==> config.mk <==
export PLATFORM = sky130hd
export DESIGN_NAME = sprite_plane_reorder_decrypt_core_flat
export DESIGN_NICKNAME = d
export VERILOG_FILES = /design/src/sv/spr_pkg.sv /design/src/sv/spr_if.sv /design/src/sv/spr_store.sv /design/src/sv/spr_decode.sv /design/src/sv/sprite_plane_reorder_decrypt_core.sv /design/src/flat_wrapper.sv
export VERILOG_INCLUDE_DIRS = /design/src /design/src/sv
export SDC_FILE = /design/constraint.sdc
export NUM_CORES = 1
export LEC_CHECK = 0
export BUFFER_PORTS_ARGS = -buffer_cell sky130_fd_sc_hd__buf_2
export CAP_MARGIN = 20
export CORE_ASPECT_RATIO = 0.7
export CORE_UTILIZATION = 35
export CTS_CLUSTER_DIAMETER = 50
export DETAILED_ROUTE_END_ITERATION = 8
export GPL_ROUTABILITY_DRIVEN = 1
export GPL_TIMING_DRIVEN = 0
export HOLD_SLACK_MARGIN = 0.1
export MAX_ROUTING_LAYER = met4
export PLACE_DENSITY = 0.51
export SYNTH_ARGS = -nofsm -noshare
export SYNTH_HDL_FRONTEND = slang
export SYNTH_HIERARCHICAL = 1
export SYNTH_SLANG_ARGS = --single-unit
==> constraint.sdc <==
create_clock -name clk -period 5.6 [get_ports clk]
set_clock_uncertainty 0.15 [all_clocks]
set_input_delay 1.12 -clock clk [delete_from_list [all_inputs] [get_ports clk]]
set_output_delay 1.12 -clock clk [all_outputs]
set_load 0.01 [all_outputs]
==> src/sv/sprite_plane_reorder_decrypt_core_macros.svh <==
// Assertion macros for the sprite plane reorder/decrypt core
`ifndef SPRITE_PLANE_REORDER_DECRYPT_CORE_MACROS_SVH
`define SPRITE_PLANE_REORDER_DECRYPT_CORE_MACROS_SVH

// same-cycle implication, sampled on clk, off during reset
`define SPR_ASSERT_IMP(label, ante, cons, msg) \
    label: assert property (@(posedge clk) disable iff (!rst_n) (ante) |-> (cons)) \
        else $error(msg);

// next-cycle implication, sampled on clk, off during reset
`define SPR_ASSERT_NEXT(label, ante, cons, msg) \
    label: assert property (@(posedge clk) disable iff (!rst_n) (ante) |=> (cons)) \
        else $error(msg);

`endif

==> src/sv/spr_pkg.sv <==
// Shared types, constants and decode functions for the sprite plane core
`timescale 1ns / 1ps

package spr_pkg;

    localparam int BYTE_W      = 8;
    localparam int GROUP_WORDS = 32;
    localparam int HALF_WORDS  = GROUP_WORDS / 2;
    localparam int POS_W       = $clog2(GROUP_WORDS);
    localparam int ADDR_W      = $clog2(HALF_WORDS);

    typedef logic [BYTE_W-1:0] byte_t;

    typedef struct packed {
        byte_t p0_even;
        byte_t p0_odd;
        byte_t p1_even;
        byte_t p1_odd;
        byte_t p2_even;
        byte_t p2_odd;
    } item_t;

    typedef struct packed {
        byte_t q0_even;
        byte_t q0_odd;
        byte_t q1_even;
        byte_t q1_odd;
        byte_t q2_even;
        byte_t q2_odd;
    } plane_out_t;

    // plane 0: addend, carry mask, key
    localparam logic [15:0] P0_ADD   = 16'h018a;
    localparam logic [15:0] P0_CMASK = 16'h018a;
    localparam logic [15:0] P0_KEY   = 16'hccd8;

    // bytes of the permuted word, lowest first
    localparam byte_t B0_ADD = 8'h05, B0_CMASK = 8'h1d, B0_KEY = 8'h6c;
    localparam byte_t B1_ADD = 8'h42, B1_CMASK = 8'h46, B1_KEY = 8'ha2;
    localparam byte_t B2_ADD = 8'h21, B2_CMASK = 8'h27, B2_KEY = 8'h52;
    localparam byte_t B3_ADD = 8'h08, B3_CMASK = 8'h08, B3_KEY = 8'h3a;

    // source bit for result bit 31-i
    localparam logic [4:0] PERM_SRC [32] = '{
        5'd7,  5'd31, 5'd26, 5'd0,  5'd18, 5'd9,  5'd19, 5'd8,
        5'd27, 5'd6,  5'd15, 5'd21, 5'd1,  5'd28, 5'd10, 5'd20,
        5'd3,  5'd5,  5'd29, 5'd17, 5'd14, 5'd22, 5'd2,  5'd11,
        5'd23, 5'd13, 5'd24, 5'd4,  5'd16, 5'd12, 5'd25, 5'd30
    };

    // add where only masked bits pass a carry on; top carry toggles bit 0
    function automatic logic [15:0] madd16(input logic [15:0] a, input logic [15:0] b,
                                           input logic [15:0] m);
        logic [15:0] res;
        logic        carry;
        logic [1:0]  s;
        res   = '0;
        carry = 1'b0;
        for (int i = 0; i < 16; i++) begin
            s      = {1'b0, a[i]} + {1'b0, b[i]} + {1'b0, carry};
            res[i] = s[0];
            carry  = m[i] & s[1];
        end
        res[0] = res[0] ^ carry;
        return res;
    endfunction

    function automatic byte_t madd8(input byte_t a, input byte_t b, input byte_t m);
        byte_t      res;
        logic       carry;
        logic [1:0] s;
        res   = '0;
        carry = 1'b0;
        for (int i = 0; i < BYTE_W; i++) begin
            s      = {1'b0, a[i]} + {1'b0, b[i]} + {1'b0, carry};
            res[i] = s[0];
            carry  = m[i] & s[1];
        end
        res[0] = res[0] ^ carry;
        return res;
    endfunction

endpackage

==> src/sv/spr_if.sv <==
// Valid/ready channel interfaces for input and result words
`timescale 1ns / 1ps

interface spr_feed_if;
    logic           valid;
    logic           ready;
    spr_pkg::byte_t p0_even;
    spr_pkg::byte_t p0_odd;
    spr_pkg::byte_t p1_even;
    spr_pkg::byte_t p1_odd;
    spr_pkg::byte_t p2_even;
    spr_pkg::byte_t p2_odd;

    modport source (output valid, p0_even, p0_odd, p1_even, p1_odd, p2_even, p2_odd,
                    input ready);
    modport sink   (input valid, p0_even, p0_odd, p1_even, p1_odd, p2_even, p2_odd,
                    output ready);
endinterface

interface spr_result_if;
    logic           valid;
    logic           ready;
    spr_pkg::byte_t q0_even;
    spr_pkg::byte_t q0_odd;
    spr_pkg::byte_t q1_even;
    spr_pkg::byte_t q1_odd;
    spr_pkg::byte_t q2_even;
    spr_pkg::byte_t q2_odd;
    logic           last_of_pair;

    modport source (output valid, q0_even, q0_odd, q1_even, q1_odd, q2_even, q2_odd,
                    last_of_pair, input ready);
    modport sink   (input valid, q0_even, q0_odd, q1_even, q1_odd, q2_even, q2_odd,
                    last_of_pair, output ready);
endinterface

==> src/sv/spr_store.sv <==
// Half-group word store: one write port, one registered read port
`timescale 1ns / 1ps

module spr_store (
    input  logic                       clk,
    input  logic                       wr_en,
    input  logic [spr_pkg::ADDR_W-1:0] wr_addr,
    input  spr_pkg::item_t             wr_data,
    input  logic                       rd_en,
    input  logic [spr_pkg::ADDR_W-1:0] rd_addr,
    output spr_pkg::item_t             rd_data
);

    spr_pkg::item_t mem [spr_pkg::HALF_WORDS];
    spr_pkg::item_t rd_data_reg;

    always_ff @(posedge clk)
    begin
        if (wr_en)
        begin
            mem[wr_addr] <= wr_data;
        end
    end

    // read data holds until the next read
    always_ff @(posedge clk)
    begin
        if (rd_en)
        begin
            rd_data_reg <= mem[rd_addr];
        end
    end

    assign rd_data = rd_data_reg;

endmodule

==> src/sv/spr_decode.sv <==
// Plane decrypt: bit permutation, partial-carry add and key XOR; passes the item through when disabled
`timescale 1ns / 1ps

module spr_decode (
    input  logic                enable,
    input  spr_pkg::item_t      item,
    output spr_pkg::plane_out_t plane
);

    logic [31:0] w;
    logic [31:0] p;
    logic [15:0] d0;

    assign w = {item.p1_odd, item.p1_even, item.p2_odd, item.p2_even};

    always_comb
    begin
        p = '0;
        for (int i = 0; i < 32; i++) begin
            p[31-i] = w[spr_pkg::PERM_SRC[i]];
        end
    end

    assign d0 = spr_pkg::madd16({item.p0_odd, item.p0_even}, spr_pkg::P0_ADD,
                                spr_pkg::P0_CMASK) ^ spr_pkg::P0_KEY;

    always_comb
    begin
        if (enable)
        begin
            plane.q0_even = d0[15:8];
            plane.q0_odd  = d0[7:0];
            plane.q1_even = spr_pkg::madd8(p[7:0], spr_pkg::B0_ADD, spr_pkg::B0_CMASK)
                            ^ spr_pkg::B0_KEY;
            plane.q1_odd  = spr_pkg::madd8(p[15:8], spr_pkg::B1_ADD, spr_pkg::B1_CMASK)
                            ^ spr_pkg::B1_KEY;
            plane.q2_even = spr_pkg::madd8(p[23:16], spr_pkg::B2_ADD, spr_pkg::B2_CMASK)
                            ^ spr_pkg::B2_KEY;
            plane.q2_odd  = spr_pkg::madd8(p[31:24], spr_pkg::B3_ADD, spr_pkg::B3_CMASK)
                            ^ spr_pkg::B3_KEY;
        end
        else
        begin
            plane.q0_even = item.p0_even;
            plane.q0_odd  = item.p0_odd;
            plane.q1_even = item.p1_even;
            plane.q1_odd  = item.p1_odd;
            plane.q2_even = item.p2_even;
            plane.q2_odd  = item.p2_odd;
        end
    end

endmodule

==> src/sv/sprite_plane_reorder_decrypt_core.sv <==
// Sprite plane reorder/decrypt core: top level
// Order: for a second-half word taken, its stored partner is emitted first and the word itself after it.
// First-half words are written to the store and give no result.
// Flow: one result per cycle through the single output register while result.ready allows;
// a second-half word is held off until the previous pair's second result is loaded.
// Reset: position and handshake state clear, decrypt enable set to 1; store contents undefined.
`timescale 1ns / 1ps
`include "sprite_plane_reorder_decrypt_core_macros.svh"

module sprite_plane_reorder_decrypt_core (
    input  logic                clk,
    input  logic                rst_n,
    input  logic                cfg_wr_en,
    input  logic                cfg_wr_data,
    spr_feed_if.sink            feed,
    spr_result_if.source        result
);

    logic [spr_pkg::POS_W-1:0] pos_reg, pos_next;
    logic                      decrypt_enable_reg, decrypt_enable_next;
    logic                      s1_valid_reg, s1_valid_next;
    logic                      s1_sel_reg, s1_sel_next;
    spr_pkg::item_t            s1_cur_reg;
    logic                      out_valid_reg, out_valid_next;
    spr_pkg::plane_out_t       out_data_reg;
    logic                      out_last_reg;

    spr_pkg::item_t            feed_item;
    spr_pkg::item_t            stored_item;
    spr_pkg::item_t            sel_item;
    spr_pkg::plane_out_t       dec_plane;
    logic                      second_half;
    logic                      feed_take;
    logic                      out_load;
    logic                      s1_done;

    assign feed_item = '{p0_even: feed.p0_even, p0_odd: feed.p0_odd,
                         p1_even: feed.p1_even, p1_odd: feed.p1_odd,
                         p2_even: feed.p2_even, p2_odd: feed.p2_odd};

    assign second_half = pos_reg[spr_pkg::POS_W-1];
    assign out_load    = s1_valid_reg && (!out_valid_reg || result.ready);
    assign s1_done     = s1_valid_reg && s1_sel_reg && out_load;
    assign feed.ready  = !second_half || !s1_valid_reg || s1_done;
    assign feed_take   = feed.valid && feed.ready;

    spr_store u_store (
        .clk     (clk),
        .wr_en   (feed_take && !second_half),
        .wr_addr (pos_reg[spr_pkg::ADDR_W-1:0]),
        .wr_data (feed_item),
        .rd_en   (feed_take && second_half),
        .rd_addr (pos_reg[spr_pkg::ADDR_W-1:0]),
        .rd_data (stored_item)
    );

    // stored partner first, then the current word
    assign sel_item = s1_sel_reg ? s1_cur_reg : stored_item;

    spr_decode u_decode (
        .enable (decrypt_enable_reg),
        .item   (sel_item),
        .plane  (dec_plane)
    );

    always_comb
    begin
        pos_next            = feed_take ? pos_reg + 1'b1 : pos_reg;
        decrypt_enable_next = cfg_wr_en ? cfg_wr_data : decrypt_enable_reg;

        s1_valid_next = s1_valid_reg;
        s1_sel_next   = s1_sel_reg;
        if (feed_take && second_half)
        begin
            s1_valid_next = 1'b1;
            s1_sel_next   = 1'b0;
        end
        else if (out_load)
        begin
            if (s1_sel_reg)
            begin
                s1_valid_next = 1'b0;
            end
            else
            begin
                s1_sel_next = 1'b1;
            end
        end

        if (out_load)
        begin
            out_valid_next = 1'b1;
        end
        else if (result.ready)
        begin
            out_valid_next = 1'b0;
        end
        else
        begin
            out_valid_next = out_valid_reg;
        end
    end

    always_ff @(posedge clk or negedge rst_n)
    begin
        if (!rst_n)
        begin
            pos_reg            <= '0;
            decrypt_enable_reg <= 1'b1;
            s1_valid_reg       <= 1'b0;
            s1_sel_reg         <= 1'b0;
            out_valid_reg      <= 1'b0;
        end
        else
        begin
            pos_reg            <= pos_next;
            decrypt_enable_reg <= decrypt_enable_next;
            s1_valid_reg       <= s1_valid_next;
            s1_sel_reg         <= s1_sel_next;
            out_valid_reg      <= out_valid_next;
        end
    end

    always_ff @(posedge clk)
    begin
        if (feed_take && second_half)
        begin
            s1_cur_reg <= feed_item;
        end
        if (out_load)
        begin
            out_data_reg <= dec_plane;
            out_last_reg <= s1_sel_reg;
        end
    end

    assign result.valid        = out_valid_reg;
    assign result.q0_even      = out_data_reg.q0_even;
    assign result.q0_odd       = out_data_reg.q0_odd;
    assign result.q1_even      = out_data_reg.q1_even;
    assign result.q1_odd       = out_data_reg.q1_odd;
    assign result.q2_even      = out_data_reg.q2_even;
    assign result.q2_odd       = out_data_reg.q2_odd;
    assign result.last_of_pair = out_last_reg;

    `SPR_ASSERT_IMP(a_no_pair_overrun, feed_take && second_half, !s1_valid_reg || s1_done, "pair stage overwritten while busy")
    `SPR_ASSERT_NEXT(a_pair_starts, feed_take && second_half, s1_valid_reg && !s1_sel_reg, "second-half word did not start a pair")
    `SPR_ASSERT_NEXT(a_second_is_last, s1_done, result.valid && result.last_of_pair, "second result of pair not marked last")

endmodule

==> src/flat_wrapper.sv <==
// flat-port wrapper written by rule: the top's interface ports become plain ports
module sprite_plane_reorder_decrypt_core_flat 
  (clk, rst_n, cfg_wr_en, cfg_wr_data, feed_valid, feed_p0_even, feed_p0_odd, feed_p1_even, feed_p1_odd, feed_p2_even, feed_p2_odd, feed_ready, result_valid, result_q0_even, result_q0_odd, result_q1_even, result_q1_odd, result_q2_even, result_q2_odd, result_last_of_pair, result_ready);
  spr_feed_if feed_i ();
  spr_result_if result_i ();
  input  logic clk;
  input  logic rst_n;
  input  logic cfg_wr_en;
  input  logic cfg_wr_data;
  input wire logic [$bits(feed_i.valid)-1:0] feed_valid;
  input wire logic [$bits(feed_i.p0_even)-1:0] feed_p0_even;
  input wire logic [$bits(feed_i.p0_odd)-1:0] feed_p0_odd;
  input wire logic [$bits(feed_i.p1_even)-1:0] feed_p1_even;
  input wire logic [$bits(feed_i.p1_odd)-1:0] feed_p1_odd;
  input wire logic [$bits(feed_i.p2_even)-1:0] feed_p2_even;
  input wire logic [$bits(feed_i.p2_odd)-1:0] feed_p2_odd;
  output wire logic [$bits(feed_i.ready)-1:0] feed_ready;
  output wire logic [$bits(result_i.valid)-1:0] result_valid;
  output wire logic [$bits(result_i.q0_even)-1:0] result_q0_even;
  output wire logic [$bits(result_i.q0_odd)-1:0] result_q0_odd;
  output wire logic [$bits(result_i.q1_even)-1:0] result_q1_even;
  output wire logic [$bits(result_i.q1_odd)-1:0] result_q1_odd;
  output wire logic [$bits(result_i.q2_even)-1:0] result_q2_even;
  output wire logic [$bits(result_i.q2_odd)-1:0] result_q2_odd;
  output wire logic [$bits(result_i.last_of_pair)-1:0] result_last_of_pair;
  input wire logic [$bits(result_i.ready)-1:0] result_ready;
  assign feed_i.valid = feed_valid;
  assign feed_i.p0_even = feed_p0_even;
  assign feed_i.p0_odd = feed_p0_odd;
  assign feed_i.p1_even = feed_p1_even;
  assign feed_i.p1_odd = feed_p1_odd;
  assign feed_i.p2_even = feed_p2_even;
  assign feed_i.p2_odd = feed_p2_odd;
  assign feed_ready = feed_i.ready;
  assign result_valid = result_i.valid;
  assign result_q0_even = result_i.q0_even;
  assign result_q0_odd = result_i.q0_odd;
  assign result_q1_even = result_i.q1_even;
  assign result_q1_odd = result_i.q1_odd;
  assign result_q2_even = result_i.q2_even;
  assign result_q2_odd = result_i.q2_odd;
  assign result_last_of_pair = result_i.last_of_pair;
  assign result_i.ready = result_ready;
  sprite_plane_reorder_decrypt_core u_core (.clk(clk), .rst_n(rst_n), .cfg_wr_en(cfg_wr_en), .cfg_wr_data(cfg_wr_data), .feed(feed_i), .result(result_i));
endmodule
==> flow_summary_export.csv <==
group,metric,value,unit
global_routing,grtUsageTotal,18.60,%
cells_and_area,final_cells,3179,
cts,htreeDepth,3,
logic_synthesis,yosys_register_bits,922,
critical_path,worstPathArrival,2380,ps
sta,maxSlewHeadroom,25.30,%
cts,clock_tree.buffer_depth,3,
flow_run,drv_cap,0,
critical_path,slowest_delay,350,ps
logic_synthesis,synth_fa_ha_area_share,0.2510,%
logic_synthesis,synth_top_family_by_area,"multiplexers",
logic_synthesis,synthMuxAreaShare,15.31,%
critical_path,path_cells,"buf_2 -> nand2b_1 -> nand2_1 -> nand3_1 -> buf_2",
cts,cts_hold_repair.buffers,0,
power_and_ir_drop,p_leak,0.01327,uW
critical_path,critPathRequiredTime,4330,ps
detailed_routing,route.vias.total,16820,
logic_synthesis,synth_compound_area_share,2.320,%
detailed_routing,finalWirelength,90.09,mm
logic_synthesis,avgSynthCellArea,23.03,sq um
die,core,98370,sq um
critical_path,worstSetupStartpointType,"primary input",
placement,placed_cell_area,38360,sq um
cts,cts_made_buffers,94,
cts,clk_pin_slew,60,ps
detailed_routing,wire_per_inst,28.34,microns
logic_synthesis,synth_top_area_share,78.57,%
critical_path,cpMostUsedCell,"buf_2",
sta,grt_setup_unrepaired,"no",
die,placementRows,96,
sta,worstMarginPinSlew,1120,ps
cts,cts_tree,"done",
cts,clk-insertion-delay-late,660,ps
sta,hold_viol_final,0,
die,die_y,266.2,microns
detailed_routing,via_per_inst,5.292,
sta,slew_viol_final,0,
logic_synthesis,synth_top_cell_by_area,"edfxtp_1",
placement,hpwl,58.27,mm
critical_path,crit_buf_inv,2,
logic_synthesis,synth_nets,1576,
logic_synthesis,yosysWarningCount,6,
sta,max_freq,0.2739,GHz
critical_path,worst_setup_path_end_kind,"primary output",
cells_and_area,finish.utilization,41.95,%
detailed_routing,drt_pass1_iterations,5,
cells_and_area,finalNetCount,1835,
placement,gp_congestion,0.7333,
cells_and_area,postLayoutCellArea,41270,sq um
sta,min_period,3651,ps
sta,fin_hold_ws,230.2,ps
cells_and_area,largest_register_ffs,768,
critical_path,crit_type,"in -> out",
logic_synthesis,synthesis.area,34890,sq um
sta,fin_crit_sh,65.20,%
logic_synthesis,synthTopCellsByArea,"edfxtp_1 (79%), mux4_2 (12%), a22oi_1 (2.1%), mux2_2 (1.7%), mux2_4 (0.95%)",
global_routing,grt_pass1_vias,16790,
logic_synthesis,ys_types,34,
global_routing,antenna_found_initial,7,
power_and_ir_drop,vdd_drop_max,0.0002904,V
cts,cts_setup_buffers,0,
logic_synthesis,synth-xor-area-share,0.3765,%
cts,cts_resized,0,
global_routing,overflow,0,
logic_synthesis,seq_area_frac_synth,79.22,%
cells_and_area,area_growth,18.28,%
power_and_ir_drop,power_density,518.1,nW/um^2
critical_path,critical_path.top_delay_family,"simple AND/OR/NAND/NOR gates",
power_and_ir_drop,finalPower,21380,uW
global_routing,grt_max_degree,36,
cts,cts.sinks,922,
cts,cts_root_buf,"clkbuf_16",
detailed_routing,drt_iter0_drc,1797,
detailed_routing,route.antenna.remaining_nets,0,
die,start_util,35.47,%
hold_path,hp-class,"in -> async",
sta,setup_viol,0,
cells_and_area,layout-drive-gt1-share,33.51,%
placement,place.port_buffers,104,
cells_and_area,nFillCells,8515,
die,pin_count,105,
global_routing,grt_pass1_wl,126.5,mm
logic_synthesis,netlist_instances,1515,
critical_path,ff2ff_setup_slack,2430,ps
detailed_routing,drc,0,
die,die-area,101000,sq um
status,status,"complete, no violations",
critical_path,worstPathMaxFanout,4,
critical_path,crit_slowest_cell,"nand3_1",
placement,dp.cells,3001,
logic_synthesis,yosys.area_share.simple,1.208,%
die,fp.dieW,379.4,microns
## final timing paths
check	from	cells after the start	end
worst min register to register	u_core/s1_sel_reg	0	u_core/result.last_of_pair
worst max-delay path	result_ready	5	feed_ready
max in group asynchronous	rst_n	1	u_core/decrypt_enable_reg
worst max register to register	u_core/pos_reg[1]	5	u_core/u_store/rd_data[18]
worst min-delay path	rst_n	1	u_core/s1_valid_reg
min in group clk	u_core/s1_sel_reg	0	u_core/result.last_of_pair
## through the flow
step                      TNS [ps]  worst slack (ps)
after floorplan                  0             235.5
after global placement    -1971250             -5643
after detailed placement         0              1764
after CTS                        0              2051
after global routing             0              1923
final                            0              1949
## logic make-up (layout without fill, tap and decap cells)
group | count (synthesis) | in the layout
XOR/XNOR | 15 | 15
flip-flops | 922 | 922
multiplexers | 276 | 276
other | 0 | 3
AND/OR/NAND/NOR | 97 | 97
AO/OA/AOI/OAI | 109 | 109
buffers and inverters | 89 | 427
adder cells (fa/ha/maj) | 7 | 7
## synth_stat cells, drive strengths merged
cell / instances
a21boi: 1
xnor2: 13
dfrtp: 8
ha: 7
nand2: 52
a22oi: 96
xor2: 2
nand4: 2
or3b: 1
mux2: 75
nor2: 23
a22o: 1
a21oi: 8
clkbuf: 25
nand3: 2
nor2b: 2
nand2b: 5
dfstp: 1
and2b: 1
edfxtp: 913
mux2i: 9
nand3b: 2
inv: 12
a31o: 1
and2: 3
o21ai: 2
mux4: 192
nor3: 4
buf: 52
## worst register-to-register path, delay by kind of cell, from the launching register on
family	cells	cell delay [ps]
DFF	1	640
buffers and inverters	2	1240
and+or+nand+nor	1	100
muxes	1	450
AOI/OAI and AO/OA	1	310
## cells in the final DEF, fill, tap and decap left out, types with 22 or more instances in the layout
master,Yosys,layout
buf_16,0,22
mux4_2,192,192
buf_2,12,116
a22oi_1,96,96
clkbuf_1,25,45
buf_4,21,22
nand2_1,52,52
clkinv_1,0,25
edfxtp_1,913,913
clkbuf_16,0,97
mux2_2,53,53
mux2_4,22,22
## layout make-up
class,count,area [sq um],area share (%)
clock buffers,117,2502,6.063
multi-input cells,504,6909,16.74
flip-flops and latches,922,27640,66.98
repair buffers,163,1695,4.108
plain buffers,77,412.9,1.000
well taps,1323,1655,4.011
diodes,3,7.507,0.01819
inverters,12,45.04,0.1091
clock inverters,58,400.4,0.9701
## where the power goes
part / internal, uW / switching (uW) / leakage (uW)
Clock: 3320 / 2620 / 0.00141
Sequential: 8790 / 250 / 0.00840
Combinational: 2620 / 3780 / 0.00346
Total: 14700 / 6650 / 0.0133
## per-layer routing
metal | track usage [%] | wire [microns] | vias up
met3 | 5.396 | 8178 | 122
li1 | - | - | 6928
met1 | 26.95 | 41120 | 9129
met5 | - | 0 | -
met2 | 25.62 | 38910 | 644
met4 | 4.501 | 1880 | 0
(Power assumes the default switching activity.)
